**src/design/ssum_pkg.sv**
```systemverilog
// Shared constants and types for the sorted set union merger.
package ssum_pkg;

  localparam int VALUE_W        = 64;
  localparam int OP_W           = 2;
  localparam int LIST_DEPTH_DEF = 32;

  typedef enum logic [OP_W-1:0] {
    OP_CLEAR    = 2'd0,
    OP_APPEND_A = 2'd1,
    OP_APPEND_B = 2'd2,
    OP_PULL     = 2'd3
  } op_t;

  typedef logic signed [VALUE_W-1:0] value_t;

endpackage

```
**src/design/sorted_set_union_merge.sv**
```systemverilog
// Sorted set union merger: two list buffers and a one-pass merge stage.
// An item transferred in is held in the input register, and its result is loaded
// into the result register when the merge stage fires.
// Throughput: one item per cycle while the result channel does not stall, set by the
// single merge stage that compares both list heads and updates the read positions in the same cycle.
// Reset clears the counts, read positions and pipeline valid flags; the list
// memories are not cleared and need no sweep, since only written entries are read.
module sorted_set_union_merge #(
  parameter int LIST_DEPTH = ssum_pkg::LIST_DEPTH_DEF
) (
  input  logic                                clk,
  input  logic                                rst,
  // Input channel.
  input  logic                                in_valid,
  output logic                                in_stall,
  input  logic [ssum_pkg::OP_W-1:0]           op,
  input  logic signed [ssum_pkg::VALUE_W-1:0] value,
  // Result channel.
  output logic                                res_valid,
  input  logic                                res_stall,
  output logic signed [ssum_pkg::VALUE_W-1:0] out_value,
  output logic                                out_valid,
  output logic                                out_last,
  output logic                                overflow
);

  // Address width for the list memories and count width able to hold the depth.
  localparam int AW = (LIST_DEPTH > 1) ? $clog2(LIST_DEPTH) : 1;
  localparam int CW = $clog2(LIST_DEPTH + 1);

  // Input register.
  logic              q_valid;
  ssum_pkg::op_t     q_op;
  ssum_pkg::value_t  q_value;

  // List memories and the registered head entry of each list. The head register
  // always holds the entry at the list's current read position.
  ssum_pkg::value_t  mem_a [LIST_DEPTH];
  ssum_pkg::value_t  mem_b [LIST_DEPTH];
  ssum_pkg::value_t  head_a;
  ssum_pkg::value_t  head_b;

  logic [CW-1:0]     count_a;
  logic [CW-1:0]     count_b;
  logic [CW-1:0]     read_pos_a;
  logic [CW-1:0]     read_pos_b;
  logic [CW-1:0]     count_a_next;
  logic [CW-1:0]     count_b_next;
  logic [CW-1:0]     read_pos_a_next;
  logic [CW-1:0]     read_pos_b_next;

  logic              wr_a;
  logic              wr_b;
  logic              has_a;
  logic              has_b;
  logic              out_ready;
  logic              proc;

  ssum_pkg::value_t  res_value_next;
  logic              res_elem_next;
  logic              res_last_next;
  logic              res_ovf_next;

  // The merge stage fires when the input register holds an item and the result
  // register is empty or its result is being transferred out this cycle.
  assign out_ready = !res_valid || !res_stall;
  assign proc      = q_valid && out_ready;
  assign in_stall  = q_valid && !out_ready;

  // A list has a head while its read position is below its count.
  assign has_a = read_pos_a < count_a;
  assign has_b = read_pos_b < count_b;

  always_ff @(posedge clk) begin
    if (rst) begin
      q_valid <= 1'b0;
    end else if (!in_stall) begin
      q_valid <= in_valid;
    end
    if (!in_stall && in_valid) begin
      q_op    <= ssum_pkg::op_t'(op);
      q_value <= value;
    end
  end

  // Op decode: clear, appends with a full check, and the signed head compares of a pull.
  always_comb begin
    count_a_next    = count_a;
    count_b_next    = count_b;
    read_pos_a_next = read_pos_a;
    read_pos_b_next = read_pos_b;
    wr_a            = 1'b0;
    wr_b            = 1'b0;
    res_value_next  = '0;
    res_elem_next   = 1'b0;
    res_last_next   = 1'b0;
    res_ovf_next    = 1'b0;
    if (proc) begin
      unique case (q_op)
        ssum_pkg::OP_CLEAR: begin
          count_a_next    = '0;
          count_b_next    = '0;
          read_pos_a_next = '0;
          read_pos_b_next = '0;
        end
        ssum_pkg::OP_APPEND_A: begin
          if (count_a == CW'(LIST_DEPTH)) begin
            res_ovf_next = 1'b1;
          end else begin
            wr_a         = 1'b1;
            count_a_next = count_a + CW'(1);
          end
        end
        ssum_pkg::OP_APPEND_B: begin
          if (count_b == CW'(LIST_DEPTH)) begin
            res_ovf_next = 1'b1;
          end else begin
            wr_b         = 1'b1;
            count_b_next = count_b + CW'(1);
          end
        end
        ssum_pkg::OP_PULL: begin
          if (has_a && has_b) begin
            res_elem_next = 1'b1;
            if (head_a == head_b) begin
              // Equal heads give one copy and both lists move on.
              res_value_next  = head_a;
              read_pos_a_next = read_pos_a + CW'(1);
              read_pos_b_next = read_pos_b + CW'(1);
            end else if (head_a < head_b) begin
              res_value_next  = head_a;
              read_pos_a_next = read_pos_a + CW'(1);
            end else begin
              res_value_next  = head_b;
              read_pos_b_next = read_pos_b + CW'(1);
            end
          end else if (has_a) begin
            res_elem_next   = 1'b1;
            res_value_next  = head_a;
            read_pos_a_next = read_pos_a + CW'(1);
          end else if (has_b) begin
            res_elem_next   = 1'b1;
            res_value_next  = head_b;
            read_pos_b_next = read_pos_b + CW'(1);
          end
          // The element is the last one when both lists are now used up.
          res_last_next = res_elem_next && (read_pos_a_next >= count_a) &&
                          (read_pos_b_next >= count_b);
        end
        default: begin
        end
      endcase
    end
  end

  always_ff @(posedge clk) begin
    if (rst) begin
      count_a    <= '0;
      count_b    <= '0;
      read_pos_a <= '0;
      read_pos_b <= '0;
    end else begin
      count_a    <= count_a_next;
      count_b    <= count_b_next;
      read_pos_a <= read_pos_a_next;
      read_pos_b <= read_pos_b_next;
    end
  end

  // Memory write at the count, registered read at the next read position. When
  // an append lands on the entry being fetched, the new value goes straight to
  // the head register.
  always_ff @(posedge clk) begin
    if (wr_a) begin
      mem_a[count_a[AW-1:0]] <= q_value;
    end
    if (wr_a && (count_a == read_pos_a_next)) begin
      head_a <= q_value;
    end else begin
      head_a <= mem_a[read_pos_a_next[AW-1:0]];
    end
  end

  always_ff @(posedge clk) begin
    if (wr_b) begin
      mem_b[count_b[AW-1:0]] <= q_value;
    end
    if (wr_b && (count_b == read_pos_b_next)) begin
      head_b <= q_value;
    end else begin
      head_b <= mem_b[read_pos_b_next[AW-1:0]];
    end
  end

  // Result register; a waiting result is held until its transfer completes.
  always_ff @(posedge clk) begin
    if (rst) begin
      res_valid <= 1'b0;
    end else if (out_ready) begin
      res_valid <= q_valid;
    end
    if (proc) begin
      out_value <= res_value_next;
      out_valid <= res_elem_next;
      out_last  <= res_last_next;
      overflow  <= res_ovf_next;
    end
  end

  // Read positions never pass their list's fill count.
  assert property (@(posedge clk) disable iff (rst) read_pos_a <= count_a)
    else $error("read position of list A beyond its count");
  assert property (@(posedge clk) disable iff (rst) read_pos_b <= count_b)
    else $error("read position of list B beyond its count");

  // A pull that ends the union leaves both lists used up.
  assert property (@(posedge clk) disable iff (rst)
    proc && res_last_next |=> (read_pos_a == count_a) && (read_pos_b == count_b))
    else $error("last element emitted while a list still has entries");

  // A result never carries both an element and an overflow flag.
  assert property (@(posedge clk) disable iff (rst)
    res_valid |-> !(out_valid && overflow))
    else $error("result flags an element and an overflow together");

  // The input side only stalls while an item sits in the input register.
  assert property (@(posedge clk) disable iff (rst) in_stall |-> q_valid)
    else $error("input stalled with an empty input register");

endmodule
```
**config.mk**
```make
export PLATFORM = sky130hd
export DESIGN_NAME = sorted_set_union_merge
export DESIGN_NICKNAME = d
export VERILOG_FILES = /design/src/design/ssum_pkg.sv /design/src/design/sorted_set_union_merge.sv
export SDC_FILE = /design/constraint.sdc
export NUM_CORES = 2
export LEC_CHECK = 0
export ABC_AREA = 0
export BUFFER_PORTS_ARGS = -buffer_cell sky130_fd_sc_hd__buf_2
export CAP_MARGIN = 15
export CORE_ASPECT_RATIO = 1.1
export CORE_MARGIN = 3
export CORE_UTILIZATION = 60
export DETAILED_ROUTE_END_ITERATION = 7
export HOLD_SLACK_MARGIN = 0.15
export PLACE_DENSITY = 0.76
export RECOVER_POWER = 50
export SETUP_SLACK_MARGIN = 0.2
export SLEW_MARGIN = 20
export SYNTH_ARGS = -nofsm -noshare
export SYNTH_HDL_FRONTEND = slang
export SYNTH_SLANG_ARGS = --single-unit
```
**constraint.sdc**
```tcl
create_clock -name clk -period 7.6 [get_ports clk]
set_input_delay 0.76 -clock clk [delete_from_list [all_inputs] [get_ports clk]]
set_output_delay 0.76 -clock clk [all_outputs]
set_load 0.03 [all_outputs]
```
=== Yosys cells after proc, flatten, opt, wreduce, memory -nomap -nowiden ===
Memory sizes are Yosys's and may differ from the RTL's.
Index checks and enable logic that the tools add are counted.

* Add/subtract/negate cells: 4
* $lt $le $gt $ge: 5
* Equality and inequality tests: 10
* Multiplexer cells: 46
* Reductions and logical operators: 18

{| class="wikitable"
|+ Operators by type and width
! operator !! number
|-
| two-way mux 64 bit || 7
|-
| two-way mux 6 bit || 17
|-
| equality test 64 bit || 1
|-
| < comparator 64 bit || 1
|-
| case mux 6 bit (2 select lines) || 4
|-
| adder 6 x 1 -> 6 bit (second input constant) || 4
|-
| two-way mux 1 bit || 17
|-
| equality test 6 bit || 2
|-
| equality test 6 bit (second input constant) || 2
|-
| >= comparator 6 bit || 2
|-
| < comparator 6 bit || 2
|-
| logical AND 1 bit || 8
|-
| AND reduction 3 bit || 2
|-
| equality test 2 bit (second input constant) || 2
|-
| logical NOT 1 bit || 4
|-
| inequality test 2 bit (second input constant) || 2
|-
| nonzero test 2 bit || 2
|-
| equality test 2 x 1 -> 1 bit (second input constant) || 1
|-
| logical NOT 2 bit || 1
|-
| case mux 1 bit (2 select lines) || 1
|-
| logical OR 1 bit || 1
|}

* Register bits: 287
* RAM bits: 4096
* Input bits: 70
* Word-level logic and storage cells: 99
* Memories: 2

{| class="wikitable"
|+ Memory list
! name !! words !! bits a word !! read ports !! clocked after memory_dff !! write ports !! line !! source
|-
| mem_a || 32 || 64 || 1 || 0 || 1 || sorted_set_union_merge.sv:38 || <nowiki>ssum_pkg::value_t mem_a [LIST_DEPTH];</nowiki>
|-
| mem_b || 32 || 64 || 1 || 0 || 1 || sorted_set_union_merge.sv:39 || <nowiki>ssum_pkg::value_t mem_b [LIST_DEPTH];</nowiki>
|}

=== Longest topological paths before layout ===
* Depth in word-level cells: 11
* Gate-level depth with buffers: 20
* Depth with buffers taken out: 19

=== Worst setup path before layout ===
Ideal clock, no wire load.

* Path kind: input to register
* Start point: input res_stall
* End point: memory mem_b[12][0] (netlist bit), enable pin
* Library setup time: 0.487 ns
* Data arrival time: 5.765 ns
* Data required time: 7.113 ns
* Setup slack: 1.348 ns
* Cell stages on the path: 7
* Cell sequence: nand2_1 nand2_1 inv_1 nand2_1 a31oi_1 nand2_1 nor2_1

* Longest elaborated chain between the ends: 6

{| class="wikitable"
|+ Ends and longest elaborated chain
! element !! line !! source
|-
| start, declared || sorted_set_union_merge.sv:20 || <nowiki>input logic res_stall,</nowiki>
|-
| logical NOT 1 bit || sorted_set_union_merge.sv:66 || <nowiki>assign out_ready = !res_valid || !res_stall;</nowiki>
|-
| logical OR 1 bit || sorted_set_union_merge.sv:66 ||
|-
| logical AND 1 bit || sorted_set_union_merge.sv:67 || <nowiki>assign proc = q_valid && out_ready;</nowiki>
|-
| named net proc || sorted_set_union_merge.sv:57 || <nowiki>logic proc;</nowiki>
|-
| two-way mux 1 bit || sorted_set_union_merge.sv:98 || <nowiki>if (proc) begin</nowiki>
|-
| two-way mux 1 bit || sorted_set_union_merge.sv:185 || <nowiki>if (wr_b) begin</nowiki>
|-
| two-way mux 1 bit (implied by the code) || sorted_set_union_merge.sv:186 || <nowiki>mem_b[count_b[AW-1:0]] <= q_value;</nowiki>
|-
| end, declared || sorted_set_union_merge.sv:39 ||
|}

The timed path passes the listed nets, and every way through them passes these cells.

=== Worst setup path after layout ===
* Start point: register head_b[63]
* End point: register head_b[61]

* Longest elaborated chain between the ends: 11
* Elaborated cells on any way between the ends: 13

{| class="wikitable"
|+ Ends and longest elaborated chain
! element !! line !! source
|-
| start, declared || sorted_set_union_merge.sv:41 || <nowiki>ssum_pkg::value_t head_b;</nowiki>
|-
| start signal, assigned || sorted_set_union_merge.sv:189 || <nowiki>head_b <= q_value;</nowiki>
|-
| start signal, assigned || sorted_set_union_merge.sv:191 || <nowiki>head_b <= mem_b[read_pos_b_next[AW-1:0]];</nowiki>
|-
| < comparator 64 bit || sorted_set_union_merge.sv:130 || <nowiki>end else if (head_a < head_b) begin</nowiki>
|-
| two-way mux 6 bit || sorted_set_union_merge.sv:130 ||
|-
| two-way mux 6 bit * || sorted_set_union_merge.sv:125 || <nowiki>if (head_a == head_b) begin</nowiki>
|-
| two-way mux 6 bit * || sorted_set_union_merge.sv:123 || <nowiki>if (has_a && has_b) begin</nowiki>
|-
| two-way mux 6 bit * || sorted_set_union_merge.sv:99 || <nowiki>unique case (q_op)</nowiki>
|-
| two-way mux 6 bit * || sorted_set_union_merge.sv:98 ||
|-
| case mux 6 bit (2 select lines) * || sorted_set_union_merge.sv:99 ||
|-
| two-way mux 6 bit * || sorted_set_union_merge.sv:98 ||
|-
| branches (longest 2 deep; another with memory read (32 x 64 bit)) || - ||
|-
| two-way mux 64 bit * || sorted_set_union_merge.sv:188 || <nowiki>if (wr_b && (count_b == read_pos_b_next)) begin</nowiki>
|}

Every way passes the cells marked *. The select of a mux whose other input is x is not followed.
A chain may end at the register's enable or synchronous reset.

==> impl_metrics.ini <==
[floorplanning]
num_io_pins = 139
placeableCoreArea_um2 = 281000
floorplan.die_area_um2 = 290000
die_width_um = 513
effective_utilization_at_floorplan_pct = 60.4
std_cell_rows = 204
die_height_um = 564

[timing]
finalWorstPathRequiredPeriod_ps = 7150
setup_violations = 0
setup_repair_after_global_routing_missed_its_margin = no
slew_headroom_pct = -163
worst_hold_slack_across_all_endpoints_ps = 267
setup_total_negative_slack_ps = 0
fmaxAchievable_mhz = 140
timing_hold_violations_final = 0
tightestPinTransition_ps = 3940
clock_skew_ps = 90.1
timing.final.crit_share_pct = 94.1
maxSlewViolCount = 4344

[status]
violations = design-rule violations, max-capacitance violations, max-slew violations
outcome = finished with violations

[power_and_ir_drop]
combPwrFrac_pct = 1.8
p_total_mw = 48.2
total_switching_power_mw = 9.63
power.sequential.fraction_pct = 55.4
p_leak_nw = 62.6
power.density_cell_area_nw_per_um2 = 252
vdd_drop_max_mv = 0.255
power.share.clock_pct = 42.8
p_sw_share_pct = 20.0
cell_internal_pwr_mw = 38.6

[final_layout]
final_net_count = 10652
finalCoreUtilization_pct = 68.0
synthToLayoutAreaGrowth_pct = 12.6
fillerInstances = 17230
drive_above_1_share_pct = 15.2
sequential_cell_area_um2 = 130000
layoutNonFillerInstCount = 14542
area_of_the_multi_input_gates_um2 = 37500

[setup_path]
worst_ep_required_time_ps = 8340
worst_setup_path_start_kind = flop
register_to_register_setup_slack_ps = 450
cp.arrival_ps = 7890
rr_worst_depth = 16
critical_path_peak_fanout = 32
r2r-start = head_b[63]
crit_path_end_kind = flop
worstReg2RegEnd = head_b[61]
setup.worst_path.class = reg -> reg

[synth]
ys_seq_area_share_pct = 76.5
ys_warn_count = 0
ys_seq_elements = 4383
syn_avg_cell_area_um2 = 16.8
synth_nets = 10271
yosysUniqueCellTypes = 74
async_reset_ff_share_pct = 0
synth_area_um2 = 170000
synth_cells = 10101
synth_flop_cell = edfxtp_1
synth_edf_count = 4229

[global_route]
grt_max_degree = 132
global_route.usage.total_pct = 33.5
grt_pass1_wl_mm = 695
vias_in_the_first_global_route = 98657
antenna_found_initial = 19
remaining_overflow_grt = 0

[clock_tree]
post_cts_hold_buffer_count = 68
numCtsBuffers = 413
h-tree-depth = 5
clk_latency_ps = 960
cts.repair_timing.setup_buffer_count = 0
tritoncts_num_sinks = 4383
clkTransAtPathRegs_ps = 70
ctsLongestPathBuffers = 4
cts_root_buffer = clkbuf_16
clock_tree_from_tritoncts = built
ctsResizeCount = 0

[worst_hold_path]
hold_end = res_valid
min-delay-start = rst
worstHoldPathType = in -> reg
whs_path_depth = 2

[detailed_routing]
via_count = 100736
detail-route-antenna-nets = 0
post_drt_wl_per_cell_um = 33.6
first_iter_violations = 16434
number_of_iterations_in_the_first_detailed_routing_pass = 8
drc = 1
post_drt_via_cell_ratio = 6.93
finalWirelength_mm = 489

[flow_run]
max-cap-violations = 66

[placement]
buffer_ports.inserted = 138
dp_hpwl_mm = 263
routabilityCongestion = 0.906
post-place-cells = 13705
-- metrics by stage --
step                setup slack, ps  instance area, um^2
floorplan                      1350               170000
global placement                352               177000
detailed placement              474               178000
CTS                             249               192000
global route                    428               191000
finish                          450               191000
-- how the worst max path moves through the flow --
stage	startpoint	to	slack, ps	cells past startpoint
2_1_floorplan	res_stall	mem_b[12][0]	1350	7
3_3_place_gp	head_b[23]	head_b[61]	350	16
3_5_place_dp	head_b[13]	head_b[61]	470	15
4_1_cts	head_b[13]	head_b[61]	250	15
5_1_grt	head_b[63]	head_b[61]	430	16
6_report	head_b[63]	head_b[61]	450	16
-- layer usage --
| metal | global-route usage [%] | routed length (um) | up-vias |
|---|---|---|---|
| li1 | - | - | 40540 |
| met1 | 44.5 | 164000 | 50702 |
| met2 | 51.3 | 225000 | 7962 |
| met3 | 10.4 | 72500 | 1524 |
| met4 | 15.7 | 27800 | 8 |
| met5 | 0.310 | 164 | - |
-- power groups by stage --
stage	sequential [mW]	clock (mW)	combinational (mW)
floorplan	27.3	0	0.242
global placement	27.1	0	0.795
detailed placement	27.1	0	0.835
CTS	26.6	20.7	0.867
global route	26.7	21.6	0.921
finish	26.7	20.6	0.874
-- registers in the layout (all words and copies together), names as in the netlist, 2 cells and up --
name and count:
read_pos_b 6, q_op 2, mem_b 2048, count_a 6, read_pos_a 6, head_b 64, mem_a 2048, count_b 6
out_value 64, q_value 64, head_a 64
-- cell families after synthesis --
| family | share of synthesized area (%) |
|---|---|
| DFF | 76.5 |
| and+or+nand+nor | 7.23 |
| AOI/OAI and AO/OA | 5.78 |
| buffers and inverters | 1.82 |
| muxes | 7.79 |
| adders and majority gates | 0.736 |
| xor gates and xnor gates | 0.103 |
-- cells in the mapped netlist (66+ instances only) --
cell	instances	area, um^2
edfxtp_1	4229	127000
nand2_1	2174	8160
mux4_2	522	11800
clkbuf_1	435	1630
nand3_1	291	1460
and3_1	248	1550
a32oi_1	194	1700
a31oi_1	190	1190
a311oi_1	182	1590
dfxtp_1	154	3080
mux2i_1	140	1400
a211oi_1	128	961
a21oi_1	125	626
nor2_1	123	462
buf_2	108	541
ha_1	100	1250
inv_1	82	308
a22o_1	66	578
-- worst max-delay path, cell delays in order (launching register included) --
cell and delay (ps):
dfxtp_1 400, inv_1 70, ha_1 460, nand4_1 220, nor4_2 720, nand4_1 480, a311oi_1 520, nor4_4 180
mux2_4 390, nor3_1 550, a221o_4 910, buf_12 310, buf_12 270, mux4_2 360, a22o_1 270, a221oi_1 400
o221ai_1 360
-- area by class of cell --
| type | count | share of cell area (%) |
|---|---|---|
| clock inverters | 216 | 1.18 |
| multi-input cells | 4998 | 19.6 |
| inverters | 85 | 0.168 |
| diodes | 9 | 0.0118 |
| well taps | 3708 | 2.42 |
| repair buffers | 601 | 2.82 |
| clock buffers | 542 | 5.84 |
| flip-flops and latches | 4383 | 68.0 |
-- cells in the final DEF (no fill, tap or decap), types with 69 or more instances in the layout --
master / synthesis / layout
edfxtp_1: 4229 / 4229
nand2_1: 2174 / 2171
mux4_2: 522 / 522
clkbuf_16: 0 / 416
nand3_1: 291 / 291
and3_1: 248 / 248
clkbuf_1: 435 / 238
buf_4: 29 / 217
a32oi_1: 194 / 193
a31oi_1: 190 / 190
a311oi_1: 182 / 182
dfxtp_1: 154 / 154
mux2i_1: 140 / 140
a211oi_1: 128 / 128
a21oi_1: 125 / 125
buf_12: 0 / 110
ha_1: 100 / 100
inv_1: 82 / 80
nor2_4: 1 / 77
clkinv_2: 0 / 69
Note: power is estimated with default switching activity, not from simulation.
